===== src/rtl/mck_pkg.sv =====
// mck_pkg: shared types, constants and tables for the Morse code keyer.
// Holds the character code table and the microcode ROM of the sequencer.
// No dependencies.
`default_nettype none

package mck_pkg;

    localparam int unsigned CodeCount = 59;
    localparam logic [7:0] ElementBits = 8'hFE;
    localparam logic [15:0] UnitReset = 16'd60;
    localparam logic [15:0] ToneReset = 16'd596;
    localparam int unsigned StepBits = 3;

    localparam logic [7:0] CODE_TABLE [0:CodeCount-1] = '{
        8'd0,   8'd0,  8'd0,   8'd0,  8'd0,  8'd0,  8'd0,  8'd0,
        8'd0,   8'd0,  8'd0,   8'd0,  8'd115, 8'd49, 8'd106, 8'd41,
        8'd63,  8'd62, 8'd60,  8'd56, 8'd48, 8'd32, 8'd33, 8'd35,
        8'd39,  8'd47, 8'd0,   8'd0,  8'd0,  8'd0,  8'd0,  8'd76,
        8'd0,   8'd6,  8'd17,  8'd21, 8'd9,  8'd2,  8'd20, 8'd11,
        8'd16,  8'd4,  8'd30,  8'd13, 8'd18, 8'd7,  8'd5,  8'd15,
        8'd22,  8'd27, 8'd10,  8'd8,  8'd3,  8'd12, 8'd24, 8'd14,
        8'd25,  8'd29, 8'd19
    };

    typedef enum logic [1:0] {
        UNITS_ONE   = 2'd0,
        UNITS_TWO   = 2'd1,
        UNITS_THREE = 2'd2,
        UNITS_FOUR  = 2'd3
    } units_t;

    typedef enum logic [1:0] {
        USEL_ONE  = 2'd0,
        USEL_DD   = 2'd1,
        USEL_TWO  = 2'd2,
        USEL_FOUR = 2'd3
    } usel_t;

    typedef enum logic [2:0] {
        COND_NEXT    = 3'd0,
        COND_WAIT_IN = 3'd1,
        COND_SKIP    = 3'd2,
        COND_SPACE   = 3'd3,
        COND_EMPTY   = 3'd4,
        COND_ALWAYS  = 3'd5
    } cond_t;

    typedef logic [StepBits-1:0] step_t;

    typedef struct packed {
        logic  emit;
        logic  tone;
        usel_t usel;
        logic  last;
        logic  shift;
        cond_t cond;
        step_t target;
    } uword_t;

    typedef struct packed {
        logic   tone;
        units_t units;
        logic   last;
    } seg_t;

    localparam step_t StepFetch = 3'd0;
    localparam step_t StepLoop  = 3'd3;
    localparam step_t StepGap   = 3'd6;
    localparam step_t StepWord  = 3'd7;

    function automatic uword_t ucode(input step_t step);
        uword_t w;
        w = '{emit: 1'b0, tone: 1'b0, usel: USEL_ONE, last: 1'b0, shift: 1'b0,
              cond: COND_NEXT, target: StepFetch};
        case (step)
            3'd0: w.cond = COND_WAIT_IN;
            3'd1: begin
                w.cond = COND_SKIP;
                w.target = StepFetch;
            end
            3'd2: begin
                w.cond = COND_SPACE;
                w.target = StepWord;
            end
            3'd3: begin
                w.cond = COND_EMPTY;
                w.target = StepGap;
            end
            3'd4: begin
                w.emit = 1'b1;
                w.tone = 1'b1;
                w.usel = USEL_DD;
            end
            3'd5: begin
                w.emit = 1'b1;
                w.shift = 1'b1;
                w.cond = COND_ALWAYS;
                w.target = StepLoop;
            end
            3'd6: begin
                w.emit = 1'b1;
                w.usel = USEL_TWO;
                w.last = 1'b1;
                w.cond = COND_ALWAYS;
                w.target = StepFetch;
            end
            3'd7: begin
                w.emit = 1'b1;
                w.usel = USEL_FOUR;
                w.last = 1'b1;
                w.cond = COND_ALWAYS;
                w.target = StepFetch;
            end
            default: w.cond = COND_ALWAYS;
        endcase
        return w;
    endfunction

endpackage

`default_nettype wire


===== src/rtl/mck_seq.sv =====
// mck_seq: microcoded sequencer that turns one character into segments.
// Step counter, control ROM and code shift register. Depends on mck_pkg.
`default_nettype none

module mck_seq
    import mck_pkg::*;
(
    input  wire logic       clk,
    input  wire logic       rst_n,
    input  wire logic       in_valid,
    output logic            in_ready,
    input  wire logic [7:0] char_code,
    output logic            seg_valid,
    input  wire logic       seg_ready,
    output seg_t            seg
);

    step_t      step_reg, step_next;
    logic [7:0] code_reg, code_next;
    logic       skip_reg, skip_next;
    logic       space_reg, space_next;
    uword_t     uw;
    logic [7:0] folded;
    logic [7:0] idx8;
    logic [5:0] idx;
    logic       in_range;
    logic       jump;
    logic       hold;

    assign uw = ucode(step_reg);

    always_comb
    begin
        folded = char_code;
        if (char_code >= 8'h61 && char_code <= 8'h7A)
        begin
            folded = char_code - 8'h20;
        end
        idx8 = folded - 8'h20;
        idx = idx8[5:0];
        in_range = (char_code >= 8'h20) && (folded <= 8'h5A);
    end

    assign in_ready = (uw.cond == COND_WAIT_IN);
    assign seg_valid = uw.emit;
    assign hold = (uw.emit && !seg_ready) || (in_ready && !in_valid);

    always_comb
    begin
        case (uw.cond)
            COND_SKIP:   jump = skip_reg;
            COND_SPACE:  jump = space_reg;
            COND_EMPTY:  jump = ((code_reg & ElementBits) == 8'h00);
            COND_ALWAYS: jump = 1'b1;
            default:     jump = 1'b0;
        endcase
    end

    always_comb
    begin
        seg.tone = uw.tone;
        seg.last = uw.last;
        case (uw.usel)
            USEL_DD:   seg.units = code_reg[0] ? UNITS_THREE : UNITS_ONE;
            USEL_TWO:  seg.units = UNITS_TWO;
            USEL_FOUR: seg.units = UNITS_FOUR;
            default:   seg.units = UNITS_ONE;
        endcase
    end

    always_comb
    begin
        step_next = step_reg;
        code_next = code_reg;
        skip_next = skip_reg;
        space_next = space_reg;
        if (!hold)
        begin
            step_next = jump ? uw.target : step_reg + step_t'(1);
            if (uw.shift)
            begin
                code_next = {1'b0, code_reg[7:1]};
            end
        end
        if (in_ready && in_valid)
        begin
            skip_next = !in_range;
            space_next = (idx == 6'd0);
            code_next = in_range ? CODE_TABLE[idx] : 8'h00;
        end
    end

    always_ff @(posedge clk or negedge rst_n)
    begin
        if (!rst_n)
        begin
            step_reg <= StepFetch;
        end
        else
        begin
            step_reg <= step_next;
        end
    end

    always_ff @(posedge clk)
    begin
        code_reg <= code_next;
        skip_reg <= skip_next;
        space_reg <= space_next;
    end

endmodule

`default_nettype wire


===== src/rtl/morse_code_keyer.sv =====
// morse_code_keyer: top level with APB registers, sequencer and output register.
// Depends on mck_pkg and mck_seq.
//
// Takes one character byte per word and sends it as timed segments, one segment per
// output word. Each byte is checked for skip, space and empty code; a dot or dash is
// a tone segment and a one-unit space, a two-unit gap ends the character, and a space
// gives a four-unit word gap. The step counter runs one control word per cycle, holding
// when the output register is full or no byte is offered. Bytes below space or above 'Z'
// after case folding give no output. Registers: unit_length at 0x0, tone_divisor at 0x4.
`default_nettype none

module morse_code_keyer
    import mck_pkg::*;
(
    input  wire logic        clk,
    input  wire logic        rst_n,
    input  wire logic        psel,
    input  wire logic        penable,
    input  wire logic        pwrite,
    input  wire logic [2:0]  paddr,
    input  wire logic [31:0] pwdata,
    output logic [31:0]      prdata,
    output logic             pready,
    input  wire logic        in_valid,
    output logic             in_ready,
    input  wire logic [7:0]  char_code,
    output logic             out_valid,
    input  wire logic        out_ready,
    output logic             tone_on,
    output logic [17:0]      duration,
    output logic [15:0]      pitch_divisor,
    output logic             last_segment
);

    logic [15:0] unit_reg;
    logic [15:0] tone_reg;
    logic        out_valid_reg, out_valid_next;
    logic        tone_on_reg;
    logic [17:0] duration_reg, duration_next;
    logic [15:0] pitch_reg;
    logic        last_reg;
    logic        seg_valid;
    logic        seg_ready;
    seg_t        seg;
    logic        wr_en;

    assign pready = 1'b1;
    assign wr_en = psel && penable && pwrite;
    assign prdata = {16'h0000, paddr[2] ? tone_reg : unit_reg};

    always_ff @(posedge clk or negedge rst_n)
    begin
        if (!rst_n)
        begin
            unit_reg <= UnitReset;
            tone_reg <= ToneReset;
        end
        else if (wr_en)
        begin
            if (paddr[2])
            begin
                tone_reg <= pwdata[15:0];
            end
            else
            begin
                unit_reg <= pwdata[15:0];
            end
        end
    end

    mck_seq u_seq (
        .clk       (clk),
        .rst_n     (rst_n),
        .in_valid  (in_valid),
        .in_ready  (in_ready),
        .char_code (char_code),
        .seg_valid (seg_valid),
        .seg_ready (seg_ready),
        .seg       (seg)
    );

    assign seg_ready = !out_valid_reg || out_ready;

    always_comb
    begin
        case (seg.units)
            UNITS_TWO:   duration_next = {1'b0, unit_reg, 1'b0};
            UNITS_THREE: duration_next = {1'b0, unit_reg, 1'b0} + {2'b00, unit_reg};
            UNITS_FOUR:  duration_next = {unit_reg, 2'b00};
            default:     duration_next = {2'b00, unit_reg};
        endcase
    end

    always_comb
    begin
        out_valid_next = out_valid_reg;
        if (seg_valid && seg_ready)
        begin
            out_valid_next = 1'b1;
        end
        else if (out_ready)
        begin
            out_valid_next = 1'b0;
        end
    end

    always_ff @(posedge clk or negedge rst_n)
    begin
        if (!rst_n)
        begin
            out_valid_reg <= 1'b0;
        end
        else
        begin
            out_valid_reg <= out_valid_next;
        end
    end

    always_ff @(posedge clk)
    begin
        if (seg_valid && seg_ready)
        begin
            tone_on_reg <= seg.tone;
            duration_reg <= duration_next;
            pitch_reg <= seg.tone ? tone_reg : 16'h0000;
            last_reg <= seg.last;
        end
    end

    assign out_valid = out_valid_reg;
    assign tone_on = tone_on_reg;
    assign duration = duration_reg;
    assign pitch_divisor = pitch_reg;
    assign last_segment = last_reg;

    a_emit_loads: assert property (@(posedge clk) disable iff (!rst_n)
        seg_valid && seg_ready |=> out_valid)
        else $error("emitted segment not presented");

    a_accept_once: assert property (@(posedge clk) disable iff (!rst_n)
        in_valid && in_ready |=> !in_ready)
        else $error("input taken twice in a row");

    a_no_emit_fetch: assert property (@(posedge clk) disable iff (!rst_n)
        in_ready |-> !seg_valid)
        else $error("segment emitted while waiting for input");

endmodule

`default_nettype wire


===== config.mk =====
export PLATFORM = sky130hd
export DESIGN_NAME = morse_code_keyer
export DESIGN_NICKNAME = d
export VERILOG_FILES = /design/src/rtl/mck_pkg.sv /design/src/rtl/mck_seq.sv /design/src/rtl/morse_code_keyer.sv
export SDC_FILE = /design/constraint.sdc
export NUM_CORES = 1
export LEC_CHECK = 0
export BUFFER_PORTS_ARGS = -buffer_cell sky130_fd_sc_hd__buf_2
export CAP_MARGIN = 20
export CORE_AREA = 5 5 125 127
export DETAILED_ROUTE_END_ITERATION = 16
export DIE_AREA = 0 0 130 132
export GPL_TIMING_DRIVEN = 0
export RECOVER_POWER = 25
export SYNTH_ARGS = -nofsm -noshare
export SYNTH_HDL_FRONTEND = slang
export SYNTH_HIERARCHICAL = 1
export SYNTH_SLANG_ARGS = --single-unit

===== constraint.sdc =====
create_clock -name clk -period 5.38 [get_ports clk]
set_clock_uncertainty 0.2 [all_clocks]
set_input_delay 0.269 -clock clk [delete_from_list [all_inputs] [get_ports clk]]
set_output_delay 0.269 -clock clk [all_outputs]
set_load 0.02 [all_outputs]

==> impl_metrics.toml, run 1 <==
[timing]
post-route-period-util_pct = 58.01
max-slew-margin-rel_pct = -35.43
tns_ns = 0
final_max_slew_viol_count = 37
hold_viol = 0
fmax_mhz = 320.4
worstMarginPinSlew_ns = 2.031
setup_violations = 0
final.min_clock_period_ns = 3.121
hold_slack_ns = 0.01716
rsz0062_at_grt = "no"

[floorplan]
start_util_pct = 37.49
die_h_um = 132
core_area_mm2 = 0.01431
die_w_um = 130
dieArea_mm2 = 0.01716
io_pins = 121
rows = 44

[logic_synthesis]
ys_types = 71
avgSynthCellArea_um2 = 11.37
synth_top_cell_by_area = "edfxtp_1"
ys_ff_latch = 81
async_flop_share_pct = 44.44
synth_most_common_cell = "mux2_2"
syn-instance-count = 472
synth-edff-count = 45
ys_seq_area_share_pct = 42.15
synthTopCellsByArea = "edfxtp_1 (25%), dfrtp_1 (13%), mux2_2 (9.9%)"
synth_top_cells_by_count = "mux2_2 (47), edfxtp_1 (45), ha_1 (30), dfrtp_1 (28)"
ys_warn_count = 6
syn_area_mm2 = 0.005366
synth_ff_type = "edfxtp_1"
synth_top_area_share_pct = 25.18

[power_and_ir_drop]
p_sw_mw = 1.232
ir_worst_vdd_mv = 0.1820
swShare_pct = 38.63
power_leakage_nw = 2.703
p_int_mw = 1.956
comb_power_share_pct = 46.1
power_density_mw_per_mm2 = 490.2
power_frac_seq_pct = 34.0
clkPwrFrac_pct = 19.9

[global_route]
antenna_found_initial = 0
grt_pass1_vias = 4250
grt_usage_pct = 15.05
grt_pass1_wl_um = 20780
overflow = 0
grt_max_degree = 37

[worst_setup_path]
cp_data_arrival_time_ns = 3.00
startpoint_type = "register"
crit_path_end_kind = "register"
r2r-start = "u_seq/step_reg[0]"
required_ns = 5.25
ff2ff_setup_slack_ns = 2.26
critPathMaxFanout = 10
rr_endpoint = "duration[10]"
critPathKind = "reg -> reg"
rr_worst_depth = 7

[clock_network]
cts_tree = "done"
cts_buffers = 9
postCtsSetupRepairBufs = 0
worstSkewPairLatency_ns = 0.34
clk_path_buf_depth = 2
cts_max_level = 3
clock_sinks = 81
clk_pin_slew_ns = 0.06
ctsRootBufferMaster = "clkbuf_16"

[detailed_routing]
drc = 0
wl_um = 12850
ant_nets = 0
wl_per_cell_um = 16.33
wirelength_met1_um = 5698
highest_layer = "met4"
met2_length_um = 6190
vias = 4024
drtIter0Drc = 153
dr_wl_met3_um = 608
first_pass_iters = 4
drt-vias-per-instance = 5.113

[min_path]
hp-class = "in -> reg"
min_from = "pwdata[9]"
hold_path_end = "unit_reg[9]"
hold_depth = 2

[job]
maxCapViolCount = 1

[run_status]
violations = "max-capacitance violations, max-slew violations"
status = "finished with violations"

[place]
place_hpwl_um = 9667
place.gp.congestion = 0.8818
io_buffer_count = 84

[cells_and_area]
diodes = 0
drive_gt1_share_pct = 28.36
largest_register_ffs = 18
area_growth_pct = 21.19
nNetsFinal = 679
power by group through the flow:
stage / clock network (mW) / logic [mW] / registers, mW
after detailed placement: 0 / 1.50 / 1.09
after floorplan: 0 / 0.978 / 1.21
final: 0.636 / 1.47 / 1.08
after global placement: 0 / 1.47 / 1.09
after global routing: 0.673 / 1.63 / 1.11
after CTS: 0.649 / 1.52 / 1.08
cell usage in the layout, fill, tap and decap left out, types with 3 or more instances in the layout:
| cell | count |
|---|---|
| nand2_1 | 26 |
| conb_1 | 17 |
| nor2_1 | 21 |
| a31oi_1 | 3 |
| buf_4 | 18 |
| a21oi_1 | 17 |
| dlygate4sd3_1 | 16 |
| mux2i_1 | 11 |
| dfstp_2 | 8 |
| nand2b_1 | 5 |
| inv_1 | 25 |
| o21ai_0 | 26 |
| a211oi_1 | 4 |
| xnor2_1 | 8 |
| ha_1 | 30 |
| a21o_1 | 6 |
| a21oi_2 | 3 |
| a22o_1 | 5 |
| nand4_1 | 3 |
| dfrtp_1 | 28 |
| and2_1 | 18 |
| nor3_1 | 9 |
| xor2_1 | 4 |
| buf_2 | 43 |
| nand3_1 | 6 |
| nor2b_1 | 7 |
| clkbuf_1 | 58 |
| edfxtp_1 | 45 |
| clkbuf_16 | 11 |
| mux2_2 | 47 |
| mux4_2 | 14 |
routing by layer:
metal,vias up,global-route usage (%)
met1,1941,18.73
li1,1965,-
met4,0,6.871
met5,-,0
met2,99,25.19
met3,19,2.755
cells by family (layout without fill, tap and decap cells):
group	after synthesis	in the layout	share of synthesized area, %
buffers and inverters	63	179	5.829
xor gates and xnor gates	12	12	1.958
and+or+nand+nor	110	110	10.73
other	2	17	0.1399
muxes	73	73	18.28
adders and majority gates	31	31	7.368
AOI/OAI and AO/OA	100	100	13.55
DFF	81	81	42.15
layout make-up:
class                           instances  area [um2]
Buffer                                 38       219.0
Clock buffer                           13       302.8
Clock inverter                          3       17.52
Fill cell                            1386        7810
Inverter                               25       93.84
Multi-Input combinational cell        343        2849
Sequential cell                        81        2262
Tap cell                              184       230.2
Timing Repair Buffer                  100       529.3
worst max path at each step:
stage | start | endpoint | slack [ns] | cells past startpoint
2_1_floorplan | unit_reg[1] | duration[15] | 2.60 | 10
3_3_place_gp | u_seq/step_reg[1] | duration[11] | 2.32 | 7
3_5_place_dp | u_seq/step_reg[0] | duration[10] | 2.29 | 7
4_1_cts | u_seq/step_reg[1] | duration[10] | 2.26 | 7
5_1_grt | u_seq/step_reg[0] | duration[10] | 2.05 | 7
6_report | u_seq/step_reg[0] | duration[10] | 2.26 | 7
repair_timing:
| action | in CTS | in global routing |
|---|---|---|
| hold buffers | 16 | 0 |
| gates resized for setup | 0 | 0 |
| hold endpoints to repair | 57 | 0 |
critical path: stages (launching register included):
cell and delay [ns]:
dfrtp_1 0.48, inv_1 0.15, ha_1 0.20, and2_1 0.35, o22a_1 0.19, clkbuf_1 0.45
clkbuf_1 0.46, mux4_2 0.39
per-stage QoR:
| step | setup WS [ns] | instance area [um2] | cells | util (%) | total power [mW] |
|---|---|---|---|---|---|
| 2_1_floorplan | 2.603 | 5423 | 487 | - | 2.186 |
| 6_report | 2.259 | 6504 | 787 | 45.44 | 3.188 |
| 3_3_place_gp | 2.319 | 6073 | 755 | 42.43 | 2.557 |
| 3_5_place_dp | 2.290 | 6075 | 755 | 42.44 | 2.585 |
| 5_1_grt | 2.054 | 6504 | 787 | 45.44 | 3.405 |
| 4_1_cts | 2.259 | 6555 | 787 | 45.80 | 3.243 |
Note: power is estimated with default switching activity, not from simulation.
==> run 2, diff against run 1 <==
--- a/config.mk
+++ b/config.mk
@@ -5,11 +5,12 @@
 export SDC_FILE = /design/constraint.sdc
 export NUM_CORES = 1
 export LEC_CHECK = 0
+export ABC_AREA = 1
 export BUFFER_PORTS_ARGS = -buffer_cell sky130_fd_sc_hd__buf_2
 export CAP_MARGIN = 20
-export CORE_AREA = 5 5 125 127
+export CORE_AREA = 5 5 129 131
 export DETAILED_ROUTE_END_ITERATION = 16
-export DIE_AREA = 0 0 130 132
+export DIE_AREA = 0 0 134 136
 export GPL_TIMING_DRIVEN = 0
 export RECOVER_POWER = 25
 export SYNTH_ARGS = -nofsm -noshare
==> constraint.sdc (replaced) <==
create_clock -name clk -period 2.55 [get_ports clk]
set_clock_uncertainty 0.2 [all_clocks]
set_input_delay 0.1275 -clock clk [delete_from_list [all_inputs] [get_ports clk]]
set_output_delay 0.1275 -clock clk [all_outputs]
set_load 0.02 [all_outputs]
==> run 2 against run 1 <==
  * Final cell count increased by 40%
  * Clock power increased by 130%
  * Sequential power increased by 110%
  * Critical path type unchanged
  * Non-clock buffer count increased by 7
  * The flow now finishes without violations
==> impl_metrics.toml, run 2 <==
[timing]
setup_violations = 0
worstMarginPinSlew_ns = 0.9054
final_max_slew_viol_count = 0
final.min_clock_period_ns = 2.498
max-slew-margin-rel_pct = 39.64
fmax_mhz = 400.3
hold_viol = 0
post-route-period-util_pct = 97.96
rsz0062_at_grt = "no"

[worst_setup_path]
crit_top_cell = "ha_1"
crit_chain = "ha_1, ha_1, o22ai_1, inv_2, nand2_2, inv_1, clkbuf_4, nand3_1, o2111ai_1"
critPathKind = "reg -> reg"
critPathMaxFanout = 10
crit_buf_inv = 3
path_delay_family = "flip-flops"
startpoint_type = "register"
cp_data_arrival_time_ns = 2.33
crit_path_max_incr_delay_ns = 0.46
required_ns = 2.38
crit_path_end_kind = "register"
cp_slowest_cell = "dfrtp_2"

[cells_and_area]
final_cells = 1105
fillers = 1614
mostFrequentLayoutCells = "nand2_1 (262), inv_1 (112), buf_2 (71), o21ai_0 (60), edfxtp_1 (45)"
fin_util_pct = 45.19
diodes = 0
drive_gt1_share_pct = 18.73
area_growth_pct = 23.06
layout.cells.most_common = "nand2_1"
nNetsFinal = 989
largest_register_ffs = 18

[floorplan]
rows = 46
start_util_pct = 36.72
die_h_um = 136
io_pins = 121
die_w_um = 134
dieArea_mm2 = 0.01822
core_area_mm2 = 0.01548

[global_route]
grt_pass1_vias = 4947
busiest_layer = "met2"
grt_pass1_wl_um = 23690
grt_max_degree = 37
grt_use_met3_pct = 3.442
overflow = 0
use_met2_pct = 28.33
antenna_found_initial = 0
grt_use_met1_pct = 20.46
grt_usage_pct = 16.21

[place]
place_hpwl_um = 11380
dpl.cell_count = 1067
io_buffer_count = 83
place.gp.congestion = 0.8801

[logic_synthesis]
ys_types = 41
synth_top_cells_by_count = "nand2_1 (263), inv_1 (112), o21ai_0 (61), edfxtp_1 (45), nand3_1 (42)"
syn-instance-count = 776
ys_ff_latch = 81
synth_top_cell_by_area = "edfxtp_1"
synthTopCellsByArea = "edfxtp_1 (24%), nand2_1 (17%), dfrtp_1 (12%)"
avgSynthCellArea_um2 = 7.327
synth_top_area_share_pct = 23.77
synth_most_common_cell = "nand2_1"
synth-edff-count = 45
synth_ff_type = "edfxtp_1"
ys_seq_area_share_pct = 39.79
syn_area_mm2 = 0.005685
ys_warn_count = 6
async_flop_share_pct = 44.44

[power_and_ir_drop]
ir_worst_vdd_mv = 0.5662
power_leakage_nw = 3.600
power_density_mw_per_mm2 = 974.8
power.total_mw = 6.821

[detailed_routing]
wl_um = 14700
first_pass_iters = 5
ant_nets = 0
vias = 5290
drc = 0
drt-vias-per-instance = 4.787
wl_per_cell_um = 13.30
drtIter0Drc = 298

[job]
maxCapViolCount = 0

[clock_network]
cts_buffers = 9
cts_tree = "done"
cts_max_level = 3
clock_sinks = 81
worstSkewPairLatency_ns = 0.34
clk_pin_slew_ns = 0.06
ctsRootBufferMaster = "clkbuf_16"
clk_path_buf_depth = 2

[run_status]
status = "finished clean"

[min_path]
hp-class = "in -> reg"
run 2: changes by cell type after synthesis, moves of 18 or more:
cell     previous run  this run
o21ai_0            26        61
nand4_1             3        21
inv_1              25       112
nand3_1             6        42
and2_1             19         1
nand2_1            26       263
mux2_2             47         0
run 2: logic make-up (layout without fill, tap and decap cells):
family | Yosys count | after routing | share of synthesized area [%]
buf+inv | 161 | 283 | 12.28
simple gates | 403 | 403 | 31.34
fa+ha+maj | 31 | 31 | 6.954
flops | 81 | 81 | 39.79
other cells | 2 | 17 | 0.1321
compound gates | 98 | 98 | 9.507
run 2: layer usage:
metal	vias to the layer above	part of all wire [%]
met5	-	0
met4	0	1.4
met3	15	5.6
met2	145	48
met1	2407	45
li1	2723	-
run 2: report_power, final:
part           internal (mW)  total [mW]  switching, mW
logic                   1.02        3.11           2.09
clock network          0.900        1.44          0.544
registers               1.99        2.26          0.274
run 2: layout make-up:
type	count	area, um2	share of cell area (%)
multi-input combinational	549	2826	40.40
sequential	81	2265	32.37
timing repair buffer	106	629.4	8.995
inverter	122	457.9	6.545
buffer	39	241.5	3.451
tap	192	240.2	3.433
clock buffer	10	239.0	3.416
clock inverter	6	97.59	1.395
run 2: final timing paths:
path | startpoint | to | slack (ns) | cells past startpoint
max in group asynchronous | rst_n | u_seq/step_reg[0] | 1.25 | 2
min in group asynchronous | rst_n | tone_reg[12] | 0.28 | 2
worst min-delay path | char_code[7] | u_seq/skip_reg | 0.08 | 5
worst max-delay path | u_seq/step_reg[1] | duration[7] | 0.05 | 9
worst min register to register | tone_reg[4] | tone_reg[4] | 0.31 | 2
worst max register to register | u_seq/step_reg[1] | duration[7] | 0.05 | 9
run 2: stage by stage:
step / hold slack [ns] / setup slack (ns) / setup TNS, ns / cell area (um2)
global placement: 0.06068 / -0.2940 / -11.11 / 6407
floorplan: -0.3681 / 0.1420 / 0 / 5752
global route: 0.1085 / 0.003181 / 0 / 6997
finish: 0.08431 / 0.05207 / 0 / 6997
detailed placement: 0.07142 / -0.1268 / -1.021 / 6435
CTS: 0.04356 / 0.03694 / 0 / 6978
run 2: repair_timing:
action                                  4_1_cts  5_1_grt
endpoints found under the setup margin       10       11
buffers inserted                              1        2
endpoints found under the hold margin        63        0
hold buffers                                 19        0
pin swaps                                     1        0
resized for setup                             3        7
run 2: worst register-to-register path: stages, from the launching register on:
cell and delay (ns):
dfrtp_2 0.46, ha_1 0.23, ha_1 0.20, o22ai_1 0.19, inv_2 0.10, nand2_2 0.14
inv_1 0.12, clkbuf_4 0.22, nand3_1 0.14, o2111ai_1 0.20
==> run 3, diff against run 2 <==
--- a/config.mk
+++ b/config.mk
@@ -5,12 +5,11 @@
 export SDC_FILE = /design/constraint.sdc
 export NUM_CORES = 1
 export LEC_CHECK = 0
-export ABC_AREA = 1
 export BUFFER_PORTS_ARGS = -buffer_cell sky130_fd_sc_hd__buf_2
 export CAP_MARGIN = 20
-export CORE_AREA = 5 5 129 131
+export CORE_AREA = 5 5 125 127
 export DETAILED_ROUTE_END_ITERATION = 16
-export DIE_AREA = 0 0 134 136
+export DIE_AREA = 0 0 130 132
 export GPL_TIMING_DRIVEN = 0
 export RECOVER_POWER = 25
 export SYNTH_ARGS = -nofsm -noshare
==> run 3 against run 2 <==
  * The run now ends with negative setup slack left
  * Non-clock buffer count grew 20
  * Final cell count down 26%
  * Worst hold slack got worse by 0.072 ns
  * Sequential power is essentially flat
  * Design area fell by 0.54%
  * Wire length decreased by 9.0%
  * Critical endpoint is now duration[14]
==> impl_metrics.toml, run 3 (synthesized netlist as in run 1, its figures left out) <==
[floorplan]
die_h_um = 132
rows = 44
start_util_pct = 37.49
die_w_um = 130
dieArea_mm2 = 0.01716
io_pins = 121
core_area_mm2 = 0.01431

[clock_network]
cts_buffers = 9
ctsRootBufferMaster = "clkbuf_16"
cts_tree = "done"
worstSkewPairLatency_ns = 0.34
cts_max_level = 3
clk_path_buf_depth = 2
clock_sinks = 81
clk_pin_slew_ns = 0.06

[timing]
final_max_slew_viol_count = 0
hold_viol = 0
max-slew-margin-rel_pct = 38.31
worstMarginPinSlew_ns = 0.9253
final.min_clock_period_ns = 2.816
rsz0062_at_grt = "yes"
setup_violations = 10
fmax_mhz = 355.1
layout_setup_ws_ns = -0.2658
tns_ns = -1.447
post-route-period-util_pct = 110.4

[detailed_routing]
first_pass_iters = 4
drtIter0Drc = 170
wl_um = 13370
wl_per_cell_um = 16.43
drt-vias-per-instance = 5.088
vias = 4142
ant_nets = 0
drc = 0

[worst_setup_path]
r2r-start = "unit_reg[2]"
rr_endpoint = "duration[14]"
critPathKind = "reg -> reg"
critPathMaxFanout = 4
crit_path_end_kind = "register"
ff2ff_setup_slack_ns = -0.27
required_ns = 2.43
cp_data_arrival_time_ns = 2.69
startpoint_type = "register"
rr_worst_depth = 9

[power_and_ir_drop]
power_leakage_nw = 2.864
power_density_mw_per_mm2 = 1040
clkPwrFrac_pct = 18.5
swShare_pct = 38.44
ir_worst_vdd_mv = 0.3712
power_frac_seq_pct = 31.6
p_sw_mw = 2.781
comb_power_share_pct = 49.9
p_int_mw = 4.455

[cells_and_area]
drive_gt1_share_pct = 37.62
diodes = 0
layout.cells.most_common = "clkbuf_1"
nNetsFinal = 706
fin_util_pct = 48.62
area_growth_pct = 29.68
mostFrequentLayoutCells = "clkbuf_1 (49), buf_2 (47), mux2_2 (46), edfxtp_1 (45), buf_4 (39)"
fillers = 1351
largest_register_ffs = 18

[place]
place.gp.congestion = 0.9020
io_buffer_count = 84
place_hpwl_um = 9611

[run_status]
violations = "negative setup slack"
status = "finished with violations"

[min_path]
hp-class = "in -> reg"
min_from = "char_code[3]"
hold_depth = 3
hold_path_end = "u_seq/space_reg"

[job]
maxCapViolCount = 0

[global_route]
grt_usage_pct = 15.80
overflow = 0
antenna_found_initial = 0
grt_pass1_wl_um = 21820
grt_max_degree = 37
grt_pass1_vias = 4312
[run 3: layer usage]
metal / wire length (um) / share of wire (%) / GRT usage, %
met5: 0 / 0 / 0
met4: 272 / 2.0 / 5.370
met1: 5786 / 43 / 20.19
met2: 6736 / 50 / 26.79
met3: 575 / 4.3 / 2.836
[run 3: layout make-up]
cell class | count | area [um2] | area share, %
Multi-Input combinational cell | 343 | 3063 | 44.01
Sequential cell | 81 | 2268 | 32.60
Timing Repair Buffer | 128 | 764.5 | 10.99
Clock buffer | 10 | 250.2 | 3.596
Tap cell | 184 | 230.2 | 3.308
Buffer | 37 | 224.0 | 3.218
Inverter | 25 | 93.84 | 1.348
Clock inverter | 6 | 65.06 | 0.9349
[run 3: power by group through the flow]
stage	Clock (mW)	Combinational (mW)	Sequential, mW
6_report	1.34	3.61	2.29
2_1_floorplan	0	2.07	2.55
5_1_grt	1.43	3.94	2.35
3_5_place_dp	0	3.16	2.29
4_1_cts	1.36	3.45	2.28
3_3_place_gp	0	3.11	2.29
[run 3: critical path: stages (launching register included)]
cell      delay, ns
dfstp_2        0.60
buf_6          0.13
ha_4           0.19
a21oi_4        0.15
o211ai_1       0.15
a31oi_2        0.22
o21ai_2        0.10
o31ai_2        0.23
xnor2_1        0.12
mux4_2         0.46
[run 3: worst max path at each step]
stage / start / end / slack, ns / cells past startpoint
CTS: unit_reg[1] / duration[15] / -0.26 / 10
floorplan: unit_reg[1] / duration[15] / -0.13 / 10
finish: unit_reg[2] / duration[14] / -0.27 / 9
detailed placement: u_seq/step_reg[0] / duration[10] / -0.55 / 7
global route: unit_reg[2] / duration[14] / -0.36 / 9
global placement: u_seq/step_reg[2] / duration[9] / -0.52 / 6
[run 3: timing repair]
| action | CTS | global route |
|---|---|---|
| gates resized for setup | 29 | 26 |
| setup endpoints to repair | 28 | 31 |
| hold buffers | 20 | 0 |
| buffers inserted | 14 | 10 |
| pin swaps | 10 | 9 |
| endpoints found under the hold margin | 63 | 0 |
[run 3: per-stage QoR]
step,setup WS (ns),hold slack [ns],instance area (um2),power (mW),cells
2_1_floorplan,-0.1263,-0.3681,5428,4.616,487
3_3_place_gp,-0.5164,0.06958,6078,5.399,755
3_5_place_dp,-0.5461,0.08265,6080,5.449,755
4_1_cts,-0.2581,0.00007813,6835,7.095,804
5_1_grt,-0.3600,0.01639,6959,7.721,814
6_report,-0.2658,0.01270,6959,7.236,814
